$ cat src/sv/acd_pkg.sv
// Package: types, constants and helpers for the controller address decoder
`timescale 1ns / 1ps
package acd_pkg;
  localparam int AcMax       = 16;
  localparam int OptionBytes = 256;
  localparam int ObAw  = $clog2(OptionBytes);
  localparam int CntW  = ObAw + 1;
  localparam int TabAw = $clog2(AcMax);
  localparam int AcCntW = $clog2(AcMax + 1);
  localparam logic [7:0] SubcodeReset = 8'd241;

  localparam logic [1:0] StatusOk       = 2'd0;
  localparam logic [1:0] StatusBadLen   = 2'd1;
  localparam logic [1:0] StatusOverflow = 2'd2;

  localparam logic EntryAddress = 1'b0;
  localparam logic EntrySummary = 1'b1;

  typedef struct packed {
    logic [7:0] data_byte;
    logic       last_byte;
    logic       option_form;
    logic       fresh_list;
  } in_word_t;

  typedef struct packed {
    logic        entry_kind;
    logic [31:0] ac_address;
    logic [4:0]  ac_count;
    logic [1:0]  status;
    logic        is_last;
  } out_word_t;

  typedef enum logic [3:0] {
    S_IDLE,
    S_DIR_RD,
    S_SUB_HDR0,
    S_SUB_HDR1,
    S_SUB_CHECK,
    S_SUB_VAL,
    S_RD_WAIT,
    S_FILTER,
    S_DUP,
    S_SUMMARY
  } walk_state_t;

  // Address check: drop zero, loopback, multicast and above
  function automatic logic addr_usable(input logic [31:0] a);
    logic [7:0] top;
    top = a[31:24];
    return !(a == 32'h0000_0000 || a == 32'hFFFF_FFFF || top == 8'd127 || top >= 8'd224);
  endfunction
endpackage

$ cat src/sv/ac_address_option_decoder.sv
// Top level: controller address option decoder
//
//  channel  | handshake          | word
//  in       | start / busy       | in_word  (acd_pkg::in_word_t)
//  out      | result_valid       | result   (acd_pkg::out_word_t)
//  cfg      | cfg_valid/cfg_ready| cfg_data (ac_list_subcode)
//
// A byte that is not last is stored while the block stays idle. The last byte
// starts a walk over the byte store and, per usable candidate address, a
// scan of the address table (one entry per cycle); busy stays high during the
// walk, so no new byte is accepted until the summary is out.
// Reset clears the byte and address counters and sets the subcode register to
// SubcodeReset; the stores hold no reset value. Results come as one-cycle strobes; the receiver cannot stall.
`timescale 1ns / 1ps
module ac_address_option_decoder (
  input  logic               clk,
  input  logic               rst,
  input  logic               start,
  output logic               busy,
  input  acd_pkg::in_word_t  in_word,
  output logic               result_valid,
  output acd_pkg::out_word_t result,
  input  logic               cfg_valid,
  output logic               cfg_ready,
  input  logic [7:0]         cfg_data
);
  import acd_pkg::*;

  walk_state_t state, state_next;
  walk_state_t ret_state;
  logic [CntW-1:0]   bytes_received;
  logic              store_overflowed;
  logic              form_latched;
  logic [AcCntW-1:0] address_count;
  logic [7:0]        subcode;
  logic [CntW-1:0]   pos;        // next byte to read
  logic [CntW-1:0]   val_end;    // end of current sub-option value
  logic [7:0]        sub_code;
  logic [1:0]        bsel;
  logic [31:0]       cand;
  logic [TabAw:0]    dup_idx;
  logic              dup_hit;
  logic              dup_now;
  logic [1:0]        status;

  logic              st_we;
  logic [ObAw-1:0]   st_raddr;
  logic [7:0]        st_rdata;
  logic              tb_we;
  logic [TabAw-1:0]  tb_raddr;
  logic [31:0]       tb_rdata;
  logic              accept;

  assign accept    = start && !busy;
  assign busy      = (state != S_IDLE);
  assign cfg_ready = 1'b1;
  assign st_we     = accept && (bytes_received < CntW'(OptionBytes));
  assign st_raddr  = pos[ObAw-1:0];
  assign tb_raddr  = dup_idx[TabAw-1:0];
  // Entry dup_idx-1 is on the table read port
  assign dup_now   = (dup_idx != '0) && (tb_rdata == cand);

  acd_byte_store u_store (
    .clk(clk), .we(st_we), .waddr(bytes_received[ObAw-1:0]),
    .wdata(in_word.data_byte), .raddr(st_raddr), .rdata(st_rdata)
  );

  acd_addr_table u_table (
    .clk(clk), .we(tb_we), .waddr(address_count[TabAw-1:0]),
    .wdata(cand), .raddr(tb_raddr), .rdata(tb_rdata)
  );

  // Next state
  always_comb begin
    state_next = state;
    case (state)
      S_IDLE: begin
        if (accept && in_word.last_byte) begin
          if (store_overflowed || bytes_received >= CntW'(OptionBytes)) begin
            state_next = S_SUMMARY;
          end else if (!((bytes_received == '0) ? in_word.option_form : form_latched)) begin
            state_next = ((bytes_received + 1'b1) & CntW'(3)) != '0 ? S_SUMMARY : S_DIR_RD;
          end else begin
            state_next = S_SUB_HDR0;
          end
        end
      end
      S_DIR_RD:    state_next = (pos + CntW'(4) <= bytes_received) ? S_RD_WAIT : S_SUMMARY;
      S_SUB_HDR0:  state_next = (pos + CntW'(2) <= bytes_received) ? S_SUB_HDR1 : S_SUMMARY;
      S_SUB_HDR1:  state_next = S_SUB_CHECK;
      S_SUB_CHECK: state_next = ({1'b0, pos} + (CntW+1)'(st_rdata) > {1'b0, bytes_received})
                                ? S_SUMMARY : S_SUB_VAL;
      S_SUB_VAL:   state_next = (pos + CntW'(4) <= val_end && sub_code == subcode)
                                ? S_RD_WAIT : S_SUB_HDR0;
      S_RD_WAIT:   state_next = (bsel == 2'd3) ? S_FILTER : S_RD_WAIT;
      S_FILTER:    state_next = (addr_usable(cand) && address_count < AcCntW'(AcMax))
                                ? S_DUP : ret_state;
      S_DUP:       state_next = (dup_hit || dup_now ||
                                 dup_idx[TabAw:0] == (TabAw+1)'(address_count))
                                ? ret_state : S_DUP;
      S_SUMMARY:   state_next = S_IDLE;
      default:     state_next = S_IDLE;
    endcase
  end

  // Table write on a fresh address
  always_comb begin
    tb_we = (state == S_DUP) && !dup_hit && !dup_now &&
            (dup_idx == (TabAw+1)'(address_count));
  end

  // Registers
  always_ff @(posedge clk) begin
    if (rst) begin
      state <= S_IDLE;
      bytes_received <= '0;
      store_overflowed <= 1'b0;
      form_latched <= 1'b0;
      address_count <= '0;
      subcode <= SubcodeReset;
      result_valid <= 1'b0;
      ret_state <= S_IDLE;
    end else begin
      state <= state_next;
      result_valid <= 1'b0;
      if (cfg_valid && cfg_ready) begin
        subcode <= cfg_data;
      end
      case (state)
        S_IDLE: begin
          pos <= '0;
          status <= StatusOk;
          if (accept) begin
            if (bytes_received == '0) begin
              form_latched <= in_word.option_form;
              if (in_word.fresh_list) begin
                address_count <= '0;
              end
            end
            if (bytes_received < CntW'(OptionBytes)) begin
              bytes_received <= bytes_received + 1'b1;
            end else begin
              store_overflowed <= 1'b1;
            end
            if (in_word.last_byte) begin
              if (store_overflowed || bytes_received >= CntW'(OptionBytes)) begin
                status <= StatusOverflow;
              end else if (!((bytes_received == '0) ? in_word.option_form : form_latched)
                           && (((bytes_received + 1'b1) & CntW'(3)) != '0)) begin
                status <= StatusBadLen;
              end
            end
          end
        end
        S_DIR_RD: begin
          ret_state <= S_DIR_RD;
          bsel <= 2'd0;
          if (pos + CntW'(4) <= bytes_received) pos <= pos + 1'b1;
        end
        S_SUB_HDR0: begin
          // issue code read, then length read
          if (pos + CntW'(2) <= bytes_received) pos <= pos + 1'b1;
        end
        S_SUB_HDR1: begin
          sub_code <= st_rdata;
          pos <= pos + 1'b1;
        end
        S_SUB_CHECK: begin
          val_end <= pos + CntW'(st_rdata);
        end
        S_SUB_VAL: begin
          ret_state <= S_SUB_VAL;
          bsel <= 2'd0;
          if (pos + CntW'(4) <= val_end && sub_code == subcode) begin
            pos <= pos + 1'b1;
          end else begin
            pos <= val_end;
          end
        end
        S_RD_WAIT: begin
          cand <= {cand[23:0], st_rdata};
          bsel <= bsel + 1'b1;
          if (bsel != 2'd3) pos <= pos + 1'b1;
        end
        S_FILTER: begin
          dup_idx <= '0;
          dup_hit <= 1'b0;
        end
        S_DUP: begin
          // table read data is registered, so it lags the index
          if (dup_now) dup_hit <= 1'b1;
          if (!dup_hit && dup_idx != (TabAw+1)'(address_count)) begin
            dup_idx <= dup_idx + 1'b1;
          end
          if (tb_we) begin
            address_count <= address_count + 1'b1;
            result_valid <= 1'b1;
            result.entry_kind <= EntryAddress;
            result.ac_address <= cand;
            result.ac_count <= 5'(address_count + 1'b1);
            result.status <= StatusOk;
            result.is_last <= 1'b0;
          end
        end
        S_SUMMARY: begin
          result_valid <= 1'b1;
          result.entry_kind <= EntrySummary;
          result.ac_address <= '0;
          result.ac_count <= 5'(address_count);
          result.status <= status;
          result.is_last <= 1'b1;
          bytes_received <= '0;
          store_overflowed <= 1'b0;
          form_latched <= 1'b0;
        end
        default: ;
      endcase
    end
  end
endmodule

$ cat src/sv/acd_byte_store.sv
// Byte store: one write port, one registered read port
`timescale 1ns / 1ps
module acd_byte_store (
  input  logic                    clk,
  input  logic                    we,
  input  logic [acd_pkg::ObAw-1:0] waddr,
  input  logic [7:0]              wdata,
  input  logic [acd_pkg::ObAw-1:0] raddr,
  output logic [7:0]              rdata
);
  import acd_pkg::*;
  logic [7:0] mem [OptionBytes];

  // Write, and registered read
  always_ff @(posedge clk) begin
    if (we) begin
      mem[waddr] <= wdata;
    end
    rdata <= mem[raddr];
  end
endmodule

$ cat src/sv/acd_addr_table.sv
// Address table: one write port, one registered read port
`timescale 1ns / 1ps
module acd_addr_table (
  input  logic                     clk,
  input  logic                     we,
  input  logic [acd_pkg::TabAw-1:0] waddr,
  input  logic [31:0]              wdata,
  input  logic [acd_pkg::TabAw-1:0] raddr,
  output logic [31:0]              rdata
);
  import acd_pkg::*;
  logic [31:0] mem [AcMax];

  // Write, and registered read
  always_ff @(posedge clk) begin
    if (we) begin
      mem[waddr] <= wdata;
    end
    rdata <= mem[raddr];
  end
endmodule

$ cat config.mk
export PLATFORM = sky130hd
export DESIGN_NAME = ac_address_option_decoder
export DESIGN_NICKNAME = d
export VERILOG_FILES = /design/src/sv/acd_pkg.sv /design/src/sv/ac_address_option_decoder.sv /design/src/sv/acd_byte_store.sv /design/src/sv/acd_addr_table.sv
export SDC_FILE = /design/constraint.sdc
export NUM_CORES = 2
export LEC_CHECK = 0
export BUFFER_PORTS_ARGS = -buffer_cell sky130_fd_sc_hd__clkbuf_2
export CORE_MARGIN = 4
export CORE_UTILIZATION = 60
export CTS_CLUSTER_DIAMETER = 80
export DETAILED_ROUTE_END_ITERATION = 12
export PLACE_DENSITY = 0.76
export REMOVE_ABC_BUFFERS = 1
export SETUP_SLACK_MARGIN = 0.2
export SYNTH_ARGS = -nofsm -noshare
export SYNTH_HDL_FRONTEND = slang
export SYNTH_SLANG_ARGS = --single-unit
$ cat constraint.sdc
create_clock -name clk -period 13.6 [get_ports clk]
set_input_delay 2.72 -clock clk [delete_from_list [all_inputs] [get_ports clk]]
set_output_delay 2.72 -clock clk [all_outputs]
set_load 0.05 [all_outputs]
==> out/qor.txt <==
run status -> completed
clk sink count -> 2739
GPL Wtd Cong -> 0.9057
Reg2Reg Launch Point -> pos[1]
total number of vias -> 56360
critical path peak fanout -> 50
# hold bufs at CTS -> 0
Post-synth EDFFs -> 2668
Synth cell types -> 79
Yosys reg bits -> 2739
P_leak -> 37.75 nW
Initial Util -> 0.6036
Via density -> 6.959
DRC errors left -> 0
H-tree depth -> 5
CTS buffer count -> 283
Post-Syn Area -> 107800 µm²
Clk pin slew, worst setup/hold paths -> 0.06 ns
Final Hold Fails -> 0
Mapped Cells -> 5363
CTS tree -> done
largest net degree at the start of global routing -> 179
routed len/inst -> 34.64 µm
Switching Fraction -> 0.3038
Total GRT Usage -> 0.3033
reg2reg setup slack -> 7.89 ns
clock buffer depth -> 4
filler instances -> 10910
critical path arrival -> 6.45 ns
hold depth -> 2
Worst Path Buf+Inv -> 3
element type at the critical path end -> flip-flop
Synth area leaders -> edfxtp_1 74%, mux4_2 12%, mux2i_1 2.7%
placed cells -> 7613
Hold Crit Class -> flip-flop to flip-flop
share of cells above drive strength 1 -> 0.2135
WS Path Type -> flip-flop to flip-flop
setup TNS -> 0 ns
initial antenna violation count -> 16
io pins -> 67
critical path launch point type -> flip-flop
syn_area_per_cell -> 20.10 µm²
area added between synthesis and finish -> 10.63%
post-synthesis sequential area ratio -> 0.7563
Non-Filler Instances -> 8099
R2R Path End -> u_store.rdata[5]
row count -> 155
# Post-CTS Setup Buffers -> 0
Slew Limit Fails -> 0
Peak VDD IR -> 0.1535 mV
minimum clock period -> 5.708 ns
met1 GRT Util -> 0.4183
post-route clock period utilization -> 0.4197
Worst Skew -> 0.05375 ns
clk_lat worst skew -> 0.92 ns
Hold Startpoint -> ret_state[0]
post-CTS sizing -> 0
R2R cell count -> 10
Hold Path Sink -> ret_state[0]
final WL -> 280.5 mm
fin nets -> 5625
Die X -> 431.9 µm
Clk network pwr share -> 0.324
Final HPWL DP -> 160.3 mm
Die H -> 431.9 µm
Critical Path RT -> 14.34 ns
placed inst area -> 110700 µm²
share of the synthesized area in the top cell type -> 0.7431
CP top delay family -> buffers and inverters
worst-margin pin slew -> 1.415 ns
Detailed Route Iter0 Violations -> 8847
P_sw -> 6.841 mW
root buf cell -> clkbuf_16
vias in the first global route -> 56000
Max-cap violations -> 0
design area -> 119300 µm²
RSZ-0062 raised after global routing -> no
cells along the critical path -> buf_4, buf_4, nor2b_4, buf_4, a221oi_1, nor3_1, a211o_1, o2111ai_1, o311ai_0, o31ai_1
Primary FF master, synth -> edfxtp_1
ys async rst share -> 0
first-pass GRT wire length -> 404.1 mm
met2 Use GR -> 0.4609
GR Util met3 -> 0.07747
Core Box Area -> 178600 µm²
largest area contributor in the netlist -> edfxtp_1
# port buffers -> 65
Routed Antenna Nets -> 0
Flop pwr share -> 0.419
Synth warnings -> 0
Worst path most repeated cell -> buf_4
Pint -> 15.67 mW
setup violators final -> 0
die area -> 186500 µm²
total power per unit cell area -> 188.8 nW/µm²
max_slew headroom -> 0.04454
GRT Max-Usage Layer -> met2
first-pass iteration count of the detailed router -> 6
Comb power frac -> 0.257
CP peak stage delay -> 1.17 ns
Critical Path Slowest Stage Cell -> o311ai_0
maximum clock rate -> 175.2 MHz
Remaining Overflow, GRT -> 0
## synth_stat cells, types with 20 or more instances
cell / n
mux4_2: 565
nor2b_1: 46
mux2i_1: 295
a221oi_1: 42
buf_2: 58
nor4_1: 31
dfxtp_1: 71
xnor2_1: 38
a21oi_1: 94
o22ai_1: 49
buf_4: 27
o221ai_1: 35
mux2_2: 38
o21ai_0: 59
nor3_1: 20
nor2_1: 370
clkbuf_1: 136
buf_6: 43
ha_1: 58
xor2_1: 49
a211oi_1: 20
nand2_1: 139
edfxtp_1: 2668
nand4_1: 27
buf_1: 31
a22oi_1: 32
nand3_1: 57
inv_1: 46
## registers in the layout, summed over array words and instances (netlist names), 4 cells and up
register        flops
pos                 9
u_table.mem       512
cand               32
u_store.rdata       8
val_end             9
state               4
result             40
u_table.rdata      32
subcode             8
sub_code            8
u_store.mem      2048
address_count       5
bytes_received      9
dup_idx             5
## cells by family (layout without fill, tap and decap cells)
group,Yosys count,count (layout),synth area share
adder cells (fa/ha/maj),59,59,0.006917
buffers and inverters,354,729,0.01827
other,1,7,0.00003478
AO/OA/AOI/OAI,474,474,0.03089
XOR/XNOR,87,87,0.007068
AND/OR/NAND/NOR,751,751,0.03114
flip-flops,2739,2739,0.7563
multiplexers,898,898,0.1494
## placed cells by master (no fill, tap or decap), types with 42 or more instances in the layout
cell	count
clkinv_1	56
xor2_1	49
nand2_1	138
nor2_1	357
nand3_1	45
o21ai_0	59
dfxtp_1	71
inv_1	44
edfxtp_1	2668
mux4_2	565
clkbuf_1	54
a21oi_1	94
a221oi_1	42
clkbuf_16	286
buf_4	127
mux2i_1	295
ha_1	58
o22ai_1	49
clkbuf_2	57
nor2b_1	44
## worst max-delay path by stage
stage | from | endpoint | depth (start not counted) | slack [ns]
global route | pos[1] | u_store.rdata[5] | 10 | 7.84
global placement | start | u_store.mem[180][3] | 4 | 7.40
detailed placement | start | u_store.mem[212][0] | 4 | 7.31
CTS | pos[1] | u_store.rdata[5] | 10 | 8.03
floorplan | pos[0] | pos[0] | 9 | -11.85
finish | pos[1] | u_store.rdata[5] | 10 | 7.89
## per-stage QoR
| stage | worst slack (ns) | power (mW) | hold WS [ns] | utilization |
|---|---|---|---|---|
| global placement | 7.401 | 15.17 | 0.4368 | 0.6199 |
| floorplan | -11.85 | 14.49 | 0.4287 | - |
| CTS | 8.033 | 22.44 | 0.4740 | 0.6677 |
| detailed placement | 7.314 | 15.24 | 0.4567 | 0.6199 |
| finish | 7.892 | 22.51 | 0.4689 | 0.6678 |
| global route | 7.838 | 23.16 | 0.4988 | 0.6677 |
## per-layer routing
layer	up-vias	share of wire
met5	-	0.00024
met4	10	0.056
met3	820	0.12
met2	4298	0.47
met1	28850	0.35
li1	22380	-
## cell type report
type | instances | area, µm² | area share
Tap cell | 2355 | 2947 | 0.02470
Sequential cell | 2739 | 81540 | 0.6836
Antenna cell | 6 | 15.01 | 0.0001259
Timing Repair Buffer | 201 | 1514 | 0.01269
Clock buffer | 347 | 7456 | 0.06251
Clock inverter | 133 | 1080 | 0.009053
Multi-Input combinational cell | 2270 | 24540 | 0.2057
Inverter | 48 | 186.4 | 0.001563
## power groups by stage
stage	combinational, mW	clock (mW)	sequential (mW)
after floorplan	4.41	0	10.1
after global placement	5.56	0	9.61
after detailed placement	5.63	0	9.61
after CTS	5.67	7.33	9.43
after global routing	6.01	7.72	9.44
final	5.79	7.29	9.44
## worst register-to-register path, stage by stage (launching register included)
cell	delay [ns]
edfxtp_1	0.72
buf_4	0.64
buf_4	0.78
nor2b_4	0.77
buf_4	0.56
a221oi_1	0.21
nor3_1	0.21
a211o_1	0.19
o2111ai_1	0.12
o311ai_0	1.17
o31ai_1	0.18
(Power assumes the default switching activity.)
